===== src/design/lfupr_pkg.sv =====
// Package for the LFU page replacement block (LRU tie-break).
// Holds sizes, field widths and the structs that pass between the top level and the frame cells.
// No dependencies.
`timescale 1ns / 1ps

package lfupr_pkg;

    localparam int MAX_FRAMES = 16;
    localparam int PAGE_COUNT = 64;

    localparam int PAGE_W = $clog2(PAGE_COUNT);
    localparam int SLOT_W = $clog2(MAX_FRAMES);
    localparam int FC_W   = $clog2(MAX_FRAMES + 1);
    localparam int CFG_W  = 5;
    localparam int CNT_W  = 16;
    localparam int LU_W   = 32;
    localparam int FLT_W  = 16;

    localparam logic [CFG_W-1:0] FC_RESET = CFG_W'(4);

    // victim candidate handed from cell to cell
    typedef struct packed {
        logic              vld;
        logic [CNT_W-1:0]  cnt;
        logic [LU_W-1:0]   lu;
        logic [SLOT_W-1:0] idx;
        logic [PAGE_W-1:0] page;
    } cand_t;

    // broadcast command from the sequencer to every cell
    typedef struct packed {
        logic              load;
        logic              touch;
        logic [SLOT_W-1:0] slot;
        logic [PAGE_W-1:0] page;
        logic [CNT_W-1:0]  cnt;
        logic [LU_W-1:0]   lu;
    } cell_cmd_t;

endpackage


===== src/design/lfupr_stat_mem.sv =====
// Per-page reference count store, one read and one write port.
// Valid bits make never-touched pages read as zero. Depends on lfupr_pkg.
`timescale 1ns / 1ps

module lfupr_stat_mem (
    input  logic                        aclk,
    input  logic                        aresetn,
    input  logic                        rd_en,
    input  logic [lfupr_pkg::PAGE_W-1:0] rd_addr,
    output logic [lfupr_pkg::CNT_W-1:0]  rd_cnt,
    input  logic                        wr_en,
    input  logic [lfupr_pkg::PAGE_W-1:0] wr_addr,
    input  logic [lfupr_pkg::CNT_W-1:0]  wr_cnt
);
    import lfupr_pkg::*;

    logic [CNT_W-1:0]      cnt_mem [PAGE_COUNT];
    logic [PAGE_COUNT-1:0] vld_reg;
    logic [CNT_W-1:0]      rd_cnt_reg;

    always_ff @(posedge aclk) begin
        if (!aresetn) begin
            vld_reg <= '0;
        end else if (wr_en) begin
            vld_reg[wr_addr] <= 1'b1;
        end
    end

    always_ff @(posedge aclk) begin
        if (wr_en) begin
            cnt_mem[wr_addr] <= wr_cnt;
        end
    end

    always_ff @(posedge aclk) begin
        if (rd_en) begin
            rd_cnt_reg <= vld_reg[rd_addr] ? cnt_mem[rd_addr] : '0;
        end
    end

    assign rd_cnt = rd_cnt_reg;

endmodule


===== src/design/lfupr_cell.sv =====
// One frame cell: resident page plus a copy of its count and stamp.
// Compares against the broadcast page and passes the best victim candidate on. Depends on lfupr_pkg.
`timescale 1ns / 1ps

module lfupr_cell (
    input  logic                         aclk,
    input  logic                         aresetn,
    input  logic [lfupr_pkg::SLOT_W-1:0] cell_idx,
    input  logic                         active,
    input  lfupr_pkg::cell_cmd_t         cmd,
    input  lfupr_pkg::cand_t             cand_in,
    output lfupr_pkg::cand_t             cand_out,
    output logic                         match
);
    import lfupr_pkg::*;

    logic [PAGE_W-1:0] page_reg;
    logic [CNT_W-1:0]  cnt_reg;
    logic [LU_W-1:0]   lu_reg;
    cand_t             cand_reg;
    cand_t             cand_next;
    logic              better;

    assign match = (page_reg == cmd.page);

    // strict compare keeps the lower frame on a full tie
    assign better = (cnt_reg < cand_in.cnt) ||
                    ((cnt_reg == cand_in.cnt) && (lu_reg < cand_in.lu));

    always_comb begin
        cand_next = cand_in;
        if (active && (!cand_in.vld || better)) begin
            cand_next.vld  = 1'b1;
            cand_next.cnt  = cnt_reg;
            cand_next.lu   = lu_reg;
            cand_next.idx  = cell_idx;
            cand_next.page = page_reg;
        end
    end

    always_ff @(posedge aclk) begin
        if (cmd.load && (cmd.slot == cell_idx)) begin
            page_reg <= cmd.page;
            cnt_reg  <= cmd.cnt;
            lu_reg   <= cmd.lu;
        end else if (cmd.touch && match) begin
            cnt_reg  <= cmd.cnt;
            lu_reg   <= cmd.lu;
        end
    end

    always_ff @(posedge aclk) begin
        if (!aresetn) begin
            cand_reg <= '0;
        end else begin
            cand_reg <= cand_next;
        end
    end

    assign cand_out = cand_reg;

endmodule


===== src/design/lfu_page_replacement_lru_tiebreak.sv =====
// LFU page replacement with LRU tie-break, one page reference per word.
// A word goes from accept through LOOK to WRITE on a hit or a fill into a free frame, and through
// SEARCH on an eviction (the victim candidate walks the 16-cell frame chain, one cell per cycle).
// One word in flight: the next word is taken only once WRITE has handed its result to the output.
// Reset (aresetn low, synchronous): frames empty, counts read as zero, time and fault total
// zero, frame_count back to 4. No clearing pass; the block is ready right away.
`timescale 1ns / 1ps

module lfu_page_replacement_lru_tiebreak (
    input  logic        aclk,
    input  logic        aresetn,
    // configuration: frame_count
    input  logic        cfg_wr_en,
    input  logic [4:0]  cfg_wr_data,
    // page reference stream
    input  logic        s_tvalid,
    output logic        s_tready,
    input  logic [7:0]  s_tdata,   // [5:0] page, [7:6] zero
    // result stream
    output logic        m_tvalid,
    input  logic        m_tready,
    output logic [31:0] m_tdata    // [0] hit, [4:1] slot, [5] evicted_valid,
                                   // [11:6] evicted_page, [27:12] fault_total, [31:28] zero
);
    import lfupr_pkg::*;

    // sequencer states
    localparam logic [1:0] ST_IDLE   = 2'd0;
    localparam logic [1:0] ST_LOOK   = 2'd1;
    localparam logic [1:0] ST_SEARCH = 2'd2;
    localparam logic [1:0] ST_WRITE  = 2'd3;

    localparam logic [SLOT_W-1:0] SCAN_LAST = SLOT_W'(MAX_FRAMES - 1);
    localparam logic [FC_W-1:0]   FC_MAX    = FC_W'(MAX_FRAMES);

    logic [1:0]        state_reg, state_next;
    logic [CFG_W-1:0]  frame_count_reg;
    logic [FC_W-1:0]   filled_reg;
    logic [LU_W-1:0]   time_reg;
    logic [FLT_W-1:0]  faults_reg, faults_next;
    logic [SLOT_W-1:0] scan_reg;

    // per-word working registers
    logic [PAGE_W-1:0] pg_reg;
    logic              hit_reg;
    logic              evict_reg;
    logic [SLOT_W-1:0] slot_reg;
    logic [CNT_W-1:0]  cnt_new_reg;

    // output register
    logic              m_valid_reg;
    logic [31:0]       m_data_reg;

    // count memory; stamps live only in the cell copies
    logic [CNT_W-1:0]  rd_cnt;

    // cell chain
    cand_t                 cand [MAX_FRAMES+1];
    logic [MAX_FRAMES-1:0] match;
    logic [MAX_FRAMES-1:0] active;
    cell_cmd_t             cmd;

    logic [FC_W-1:0]   fc_use;
    logic [FC_W-1:0]   used;
    logic              has_free;
    logic              look_hit;
    logic [SLOT_W-1:0] look_slot;
    logic              out_free;
    logic              do_write;
    logic [SLOT_W-1:0] wr_slot;
    logic [PAGE_W-1:0] ev_page;
    logic              in_accept;

    assign in_accept = s_tvalid && s_tready;
    assign s_tready  = (state_reg == ST_IDLE);
    assign out_free  = !m_valid_reg || m_tready;
    assign do_write  = (state_reg == ST_WRITE) && out_free;

    // frame count in use: zero acts as one, above the frame total clamps
    always_comb begin
        priority if (frame_count_reg == '0) begin
            fc_use = FC_W'(1);
        end else if (FC_W'(frame_count_reg) > FC_MAX) begin
            fc_use = FC_MAX;
        end else begin
            fc_use = FC_W'(frame_count_reg);
        end
    end

    assign used     = (filled_reg < fc_use) ? filled_reg : fc_use;
    assign has_free = (filled_reg < fc_use);

    // hit lookup over filled frames, lowest matching frame wins
    always_comb begin
        look_hit  = 1'b0;
        look_slot = '0;
        for (int k = MAX_FRAMES - 1; k >= 0; k--) begin
            if (match[k] && (FC_W'(k) < used)) begin
                look_hit  = 1'b1;
                look_slot = SLOT_W'(k);
            end
        end
    end

    // victim comes out of the last cell of the chain
    assign wr_slot = evict_reg ? cand[MAX_FRAMES].idx  : slot_reg;
    assign ev_page = evict_reg ? cand[MAX_FRAMES].page : '0;

    always_comb begin
        cmd       = '0;
        cmd.load  = do_write && !hit_reg;
        cmd.touch = do_write;
        cmd.slot  = wr_slot;
        cmd.page  = pg_reg;
        cmd.cnt   = cnt_new_reg;
        cmd.lu    = time_reg;
    end

    assign faults_next = (!hit_reg && (faults_reg != '1)) ? faults_reg + FLT_W'(1) : faults_reg;

    // sequencer
    always_comb begin
        state_next = state_reg;
        unique case (state_reg)
            ST_IDLE: begin
                if (in_accept) state_next = ST_LOOK;
            end
            ST_LOOK: begin
                if (look_hit || has_free) state_next = ST_WRITE;
                else                      state_next = ST_SEARCH;
            end
            ST_SEARCH: begin
                if (scan_reg == SCAN_LAST) state_next = ST_WRITE;
            end
            ST_WRITE: begin
                if (out_free) state_next = ST_IDLE;
            end
            default: state_next = ST_IDLE;
        endcase
    end

    always_ff @(posedge aclk) begin
        if (!aresetn) begin
            state_reg       <= ST_IDLE;
            frame_count_reg <= FC_RESET;
            filled_reg      <= '0;
            time_reg        <= '0;
            faults_reg      <= '0;
            scan_reg        <= '0;
            m_valid_reg     <= 1'b0;
        end else begin
            state_reg <= state_next;
            if (cfg_wr_en) frame_count_reg <= cfg_wr_data;
            if (state_reg == ST_SEARCH) scan_reg <= scan_reg + SLOT_W'(1);
            else                        scan_reg <= '0;
            if (do_write) begin
                time_reg    <= time_reg + LU_W'(1);
                faults_reg  <= faults_next;
                m_valid_reg <= 1'b1;
                if (!hit_reg && !evict_reg) filled_reg <= filled_reg + FC_W'(1);
            end else if (m_tready) begin
                m_valid_reg <= 1'b0;
            end
        end
    end

    // payload registers
    always_ff @(posedge aclk) begin
        if (in_accept) pg_reg <= s_tdata[PAGE_W-1:0];
        if (state_reg == ST_LOOK) begin
            hit_reg     <= look_hit;
            evict_reg   <= !look_hit && !has_free;
            slot_reg    <= look_hit ? look_slot : filled_reg[SLOT_W-1:0];
            cnt_new_reg <= (rd_cnt == '1) ? rd_cnt : rd_cnt + CNT_W'(1);
        end
        if (do_write) begin
            m_data_reg <= {4'b0, faults_next, ev_page, evict_reg, wr_slot, hit_reg};
        end
    end

    assign m_tvalid = m_valid_reg;
    assign m_tdata  = m_data_reg;

    lfupr_stat_mem u_stat (
        .aclk    (aclk),
        .aresetn (aresetn),
        .rd_en   (in_accept),
        .rd_addr (s_tdata[PAGE_W-1:0]),
        .rd_cnt  (rd_cnt),
        .wr_en   (do_write),
        .wr_addr (pg_reg),
        .wr_cnt  (cnt_new_reg)
    );

    // the chain starts with no candidate; inactive cells pass it through
    assign cand[0] = '0;

    for (genvar k = 0; k < MAX_FRAMES; k++) begin : g_cell
        assign active[k] = (FC_W'(k) < fc_use);

        lfupr_cell u_cell (
            .aclk     (aclk),
            .aresetn  (aresetn),
            .cell_idx (SLOT_W'(k)),
            .active   (active[k]),
            .cmd      (cmd),
            .cand_in  (cand[k]),
            .cand_out (cand[k+1]),
            .match    (match[k])
        );
    end

    // ---- assertions ----
    a_filled_bound: assert property (@(posedge aclk) disable iff (!aresetn)
        filled_reg <= FC_MAX)
        else $error("filled frame count beyond frame total");

    a_hit_no_evict: assert property (@(posedge aclk) disable iff (!aresetn)
        m_valid_reg |-> !(m_data_reg[0] && m_data_reg[5]))
        else $error("result reports both hit and eviction");

    a_accept_look: assert property (@(posedge aclk) disable iff (!aresetn)
        in_accept |=> (state_reg == ST_LOOK))
        else $error("accepted word did not enter lookup");

    a_evict_valid_cand: assert property (@(posedge aclk) disable iff (!aresetn)
        (do_write && evict_reg) |-> cand[MAX_FRAMES].vld)
        else $error("eviction without a victim candidate");

endmodule

===== config.mk =====
export PLATFORM = sky130hd
export DESIGN_NAME = lfu_page_replacement_lru_tiebreak
export DESIGN_NICKNAME = d
export VERILOG_FILES = /design/src/design/lfupr_pkg.sv /design/src/design/lfupr_stat_mem.sv /design/src/design/lfupr_cell.sv /design/src/design/lfu_page_replacement_lru_tiebreak.sv
export SDC_FILE = /design/constraint.sdc
export NUM_CORES = 2
export LEC_CHECK = 0
export BUFFER_PORTS_ARGS = -buffer_cell sky130_fd_sc_hd__buf_2
export CAP_MARGIN = 0
export CORE_MARGIN = 3
export CORE_UTILIZATION = 30
export CTS_BUF_LIST = sky130_fd_sc_hd__clkbuf_4 sky130_fd_sc_hd__clkbuf_8
export DETAILED_ROUTE_END_ITERATION = 12
export SYNTH_ARGS = -nofsm -noshare
export SYNTH_HDL_FRONTEND = slang
export SYNTH_SLANG_ARGS = --single-unit

===== constraint.sdc =====
create_clock -name aclk -period 13.75 [get_ports aclk]
set_clock_uncertainty 0.2 [all_clocks]
set_input_delay 0.6875 -clock aclk [delete_from_list [all_inputs] [get_ports aclk]]
set_output_delay 0.6875 -clock aclk [all_outputs]
set_load 0.1 [all_outputs]

==> flow_summary.yaml <==
critical_path:
  reg2reg_to: "g_cell[4].u_cell.cand_out[10]$_SDFF_PN0_"
  r2r_start: "frame_count_reg[3]$_SDFFE_PN0P_"
  rr_worst_depth: 11
  critPathLaunchType: "flip-flop"
  r2r_setup_slack_ns: 8.53
  arrival_ns: 5.86
  required_ns: 14.39
  end_kind: "flip-flop"
  criticalPathCategory: "reg -> reg"
  cp-endpoint: "g_cell[4].u_cell.cand_out[10]$_SDFF_PN0_"
  crit_start: "frame_count_reg[3]$_SDFFE_PN0P_"
  path_max_fanout: 67
timing:
  rsz0062_at_grt: "no"
  fmax_mhz: 192
  hold_violations: 0
  tns_ns: 0
  tightest_slew_ns: 1.33
  slew_violations: 0
  fin_crit_sh_pct: 38.0
  timing.hold.ws_ns: 0.111
  finalWorstSetupSlack_ns: 8.53
  slew_headroom_pct: 8.76
  setup_viol: 0
  period_needed_ns: 5.22
yosys:
  synth_top_family_by_area: "simple AND/OR/NAND/NOR gates"
  synthArstFlopShare_pct: 0
  synth_edf_count: 1960
  synthAdderAreaFrac_pct: 7.28
  ys_warn_count: 0
  synthSimpleGateAreaFrac_pct: 8.48
  synth-seq-cells: 2969
  synth.distinct_cells: 85
  synthFlopType: "edfxtp_1"
  muxShareOfSynthArea_pct: 8.16
  synth_compound_area_share_pct: 7.01
  synth_area_um2: 123000
  yosys.area_share.xor_xnor_pct: 1.18
  netlist_instances: 9206
  ys_seq_area_share_pct: 64.1
  syn_avg_cell_area_um2: 13.4
route:
  ant_nets: 0
  num_vias: 72936
  drtPass1Iterations: 6
  drc: 0
  viasPerCell: 4.79
  drt_wl_total_um: 290000
  drtIter0Drc: 5923
  wire_per_inst_um: 19.0
global_route:
  grt.overflow.total: 0
  grt_use_total_pct: 13.5
  grt_max_degree: 199
  grt_pass1_wl_um: 439000
  antenna_found_initial: 7
  grt_pass1_vias: 71995
layout:
  num-fill-cells: 39530
  multiInputGateArea_um2: 40000
  mostFrequentLayoutCells: "edfxtp_1 (1960), dfxtp_1 (1009), inv_1 (759)"
  final_common_cell: "edfxtp_1"
  area_growth_pct: 13.4
  seqCellArea_um2: 79100
  drive_gt1_share_pct: 14.4
  nets: 10169
  largest_register_ffs: 1024
  final_util_pct: 34.3
clock_tree:
  post_cts_resize_count: 0
  post_cts_buffers: 0
  root_buffer: "clkbuf_8"
  clkLatencyLatePin_ns: 1.05
  path_clk_slew_ns: 0.07
  htree_levels: 5
  cts_made_buffers: 451
  clock_path_buffers: 4
  cts_tree: "built"
  numClockSinks: 2969
power_and_ir_drop:
  power_density_nw_per_um2: 142
  p_leak_nw: 49.0
  ir_drop_mv: 0.106
floorplan:
  io_pins: 52
  die_w_um: 647
  core_um2: 408000
  die_h_um: 647
  dieArea_um2: 419000
  initial_utilization_pct: 30.2
  num_rows: 234
worst_hold_path:
  hp-class: "in -> reg"
  hold_depth: 1
placed_design:
  gp_congestion: 0.799
  dp_hpwl_um: 179000
  place_ws_ns: 8.48
  port_buffers: 45
status:
  status: "finished, final reports clean"
flow_run:
  cap_violations: 0
## kinds of logic (layout without fill, tap and decap cells)
logic type / Yosys count / count (layout)
multiplexers: 560 / 560
AO/OA/AOI/OAI: 1327 / 1327
XOR/XNOR: 166 / 166
buffers and inverters: 1233 / 1832
other: 1 / 8
AND/OR/NAND/NOR: 2232 / 2232
flip-flops: 2969 / 2969
adder cells (fa/ha/maj): 718 / 718
## worst max-delay path, stage by stage, from the launching register on
cell and delay [ns]:
dfxtp_1 0.79, or2_2 0.39, a21oi_1 0.19, a2111oi_0 0.34, nand2_1 0.14, a2111oi_0 0.67, buf_4 0.24, o2111ai_1 0.41
nand2_4 0.60, buf_4 0.66, mux2i_1 0.26, nor2_1 0.05
## metal layers
layer	share of wire, %	up-vias	wire length, um	GRT usage (%)
li1	-	34448	-	-
met5	0	-	0	0
met3	5.0	436	14400	1.93
met2	48	1685	139000	22.4
met4	2.3	0	6620	3.50
met1	45	36367	130000	18.4
## layout make-up
cell class / count / area share (%)
flip-flops and latches: 2969 / 56.5
inverters: 761 / 2.05
clock buffers: 709 / 6.17
multi-input cells: 5007 / 28.6
repair buffers: 243 / 1.31
well taps: 5428 / 4.86
clock inverters: 119 / 0.503
diodes: 4 / 0.00716
## per-stage QoR
step           instance area [um2]  total power [mW]  instances
2_1_floorplan               123000              11.8       9209
3_3_place_gp                130000              12.6      14394
5_1_grt                     140000              20.6      15237
6_report                    140000              19.8      15240
4_1_cts                     140000              20.1      15236
3_5_place_dp                130000              12.6      14394
## synth_stat cells, types with 6 or more instances
library cell  count  share of area, %
nand2b_1         30              0.15
nor2_1          480               1.5
inv_1           760               2.3
nand2_1         609               1.9
a21o_1          179               1.1
mux2i_1         198               1.6
edfxtp_1       1960                48
nor2b_1          54              0.27
a211oi_1         34              0.21
nor3_1           46              0.19
a21oi_1         205              0.83
and2_1           73              0.37
o2111ai_1         6             0.043
and4_1           11             0.078
buf_2            31              0.13
nand3_1         665               2.7
o21ai_0         378               1.5
clkbuf_1        369               1.1
nand4b_1         12             0.085
a31oi_1          13             0.066
ha_1            718               7.3
a2111oi_0        14             0.099
o21bai_1          6             0.037
o22ai_1          18             0.091
buf_1            67              0.20
or3_1            17             0.086
or2_2             6             0.030
xor2_1           98              0.70
dfxtp_1        1009                16
or4_1             7             0.043
nor4_1           37              0.19
xnor2_1          68              0.48
nand4_1         132              0.67
mux4_2          356               6.5
o21a_1           40              0.24
o31ai_1         336               2.0
a211o_1          12             0.085
o211ai_1         28              0.17
and3_1           34              0.17
nand3b_1          6             0.037
## what timing repair did
item | in CTS | in global routing
hold buffers | 14 | 0
setup endpoints to repair | 0 | 0
hold endpoints to repair | 73 | 0
## power by group
part,internal [mW],leakage (nW),switching (mW)
registers,10.2,25.9,0.230
logic,0.563,18.1,1.42
clock network,4.05,4.98,3.39
total,14.8,49.0,5.05
## worst min path at each step
stage	endpoint	startpoint	slack, ns
after CTS	pg_reg[5]$_DFFE_PP_	s_tdata[5]	0.02
after global placement	g_cell[4].u_cell.cand_out[7]$_SDFF_PP0_	g_cell[3].u_cell.cand_out[7]$_SDFF_PN0_	0.21
after global routing	pg_reg[5]$_DFFE_PP_	s_tdata[5]	0.04
after detailed placement	g_cell[4].u_cell.cand_out[6]$_SDFF_PP0_	g_cell[3].u_cell.cand_out[6]$_SDFF_PN0_	0.21
after floorplan	g_cell[4].u_cell.cand_out[6]$_SDFF_PP0_	g_cell[3].u_cell.cand_out[6]$_SDFF_PN0_	0.20
final	pg_reg[5]$_DFFE_PP_	s_tdata[5]	0.11
(Power assumes the default switching activity.)
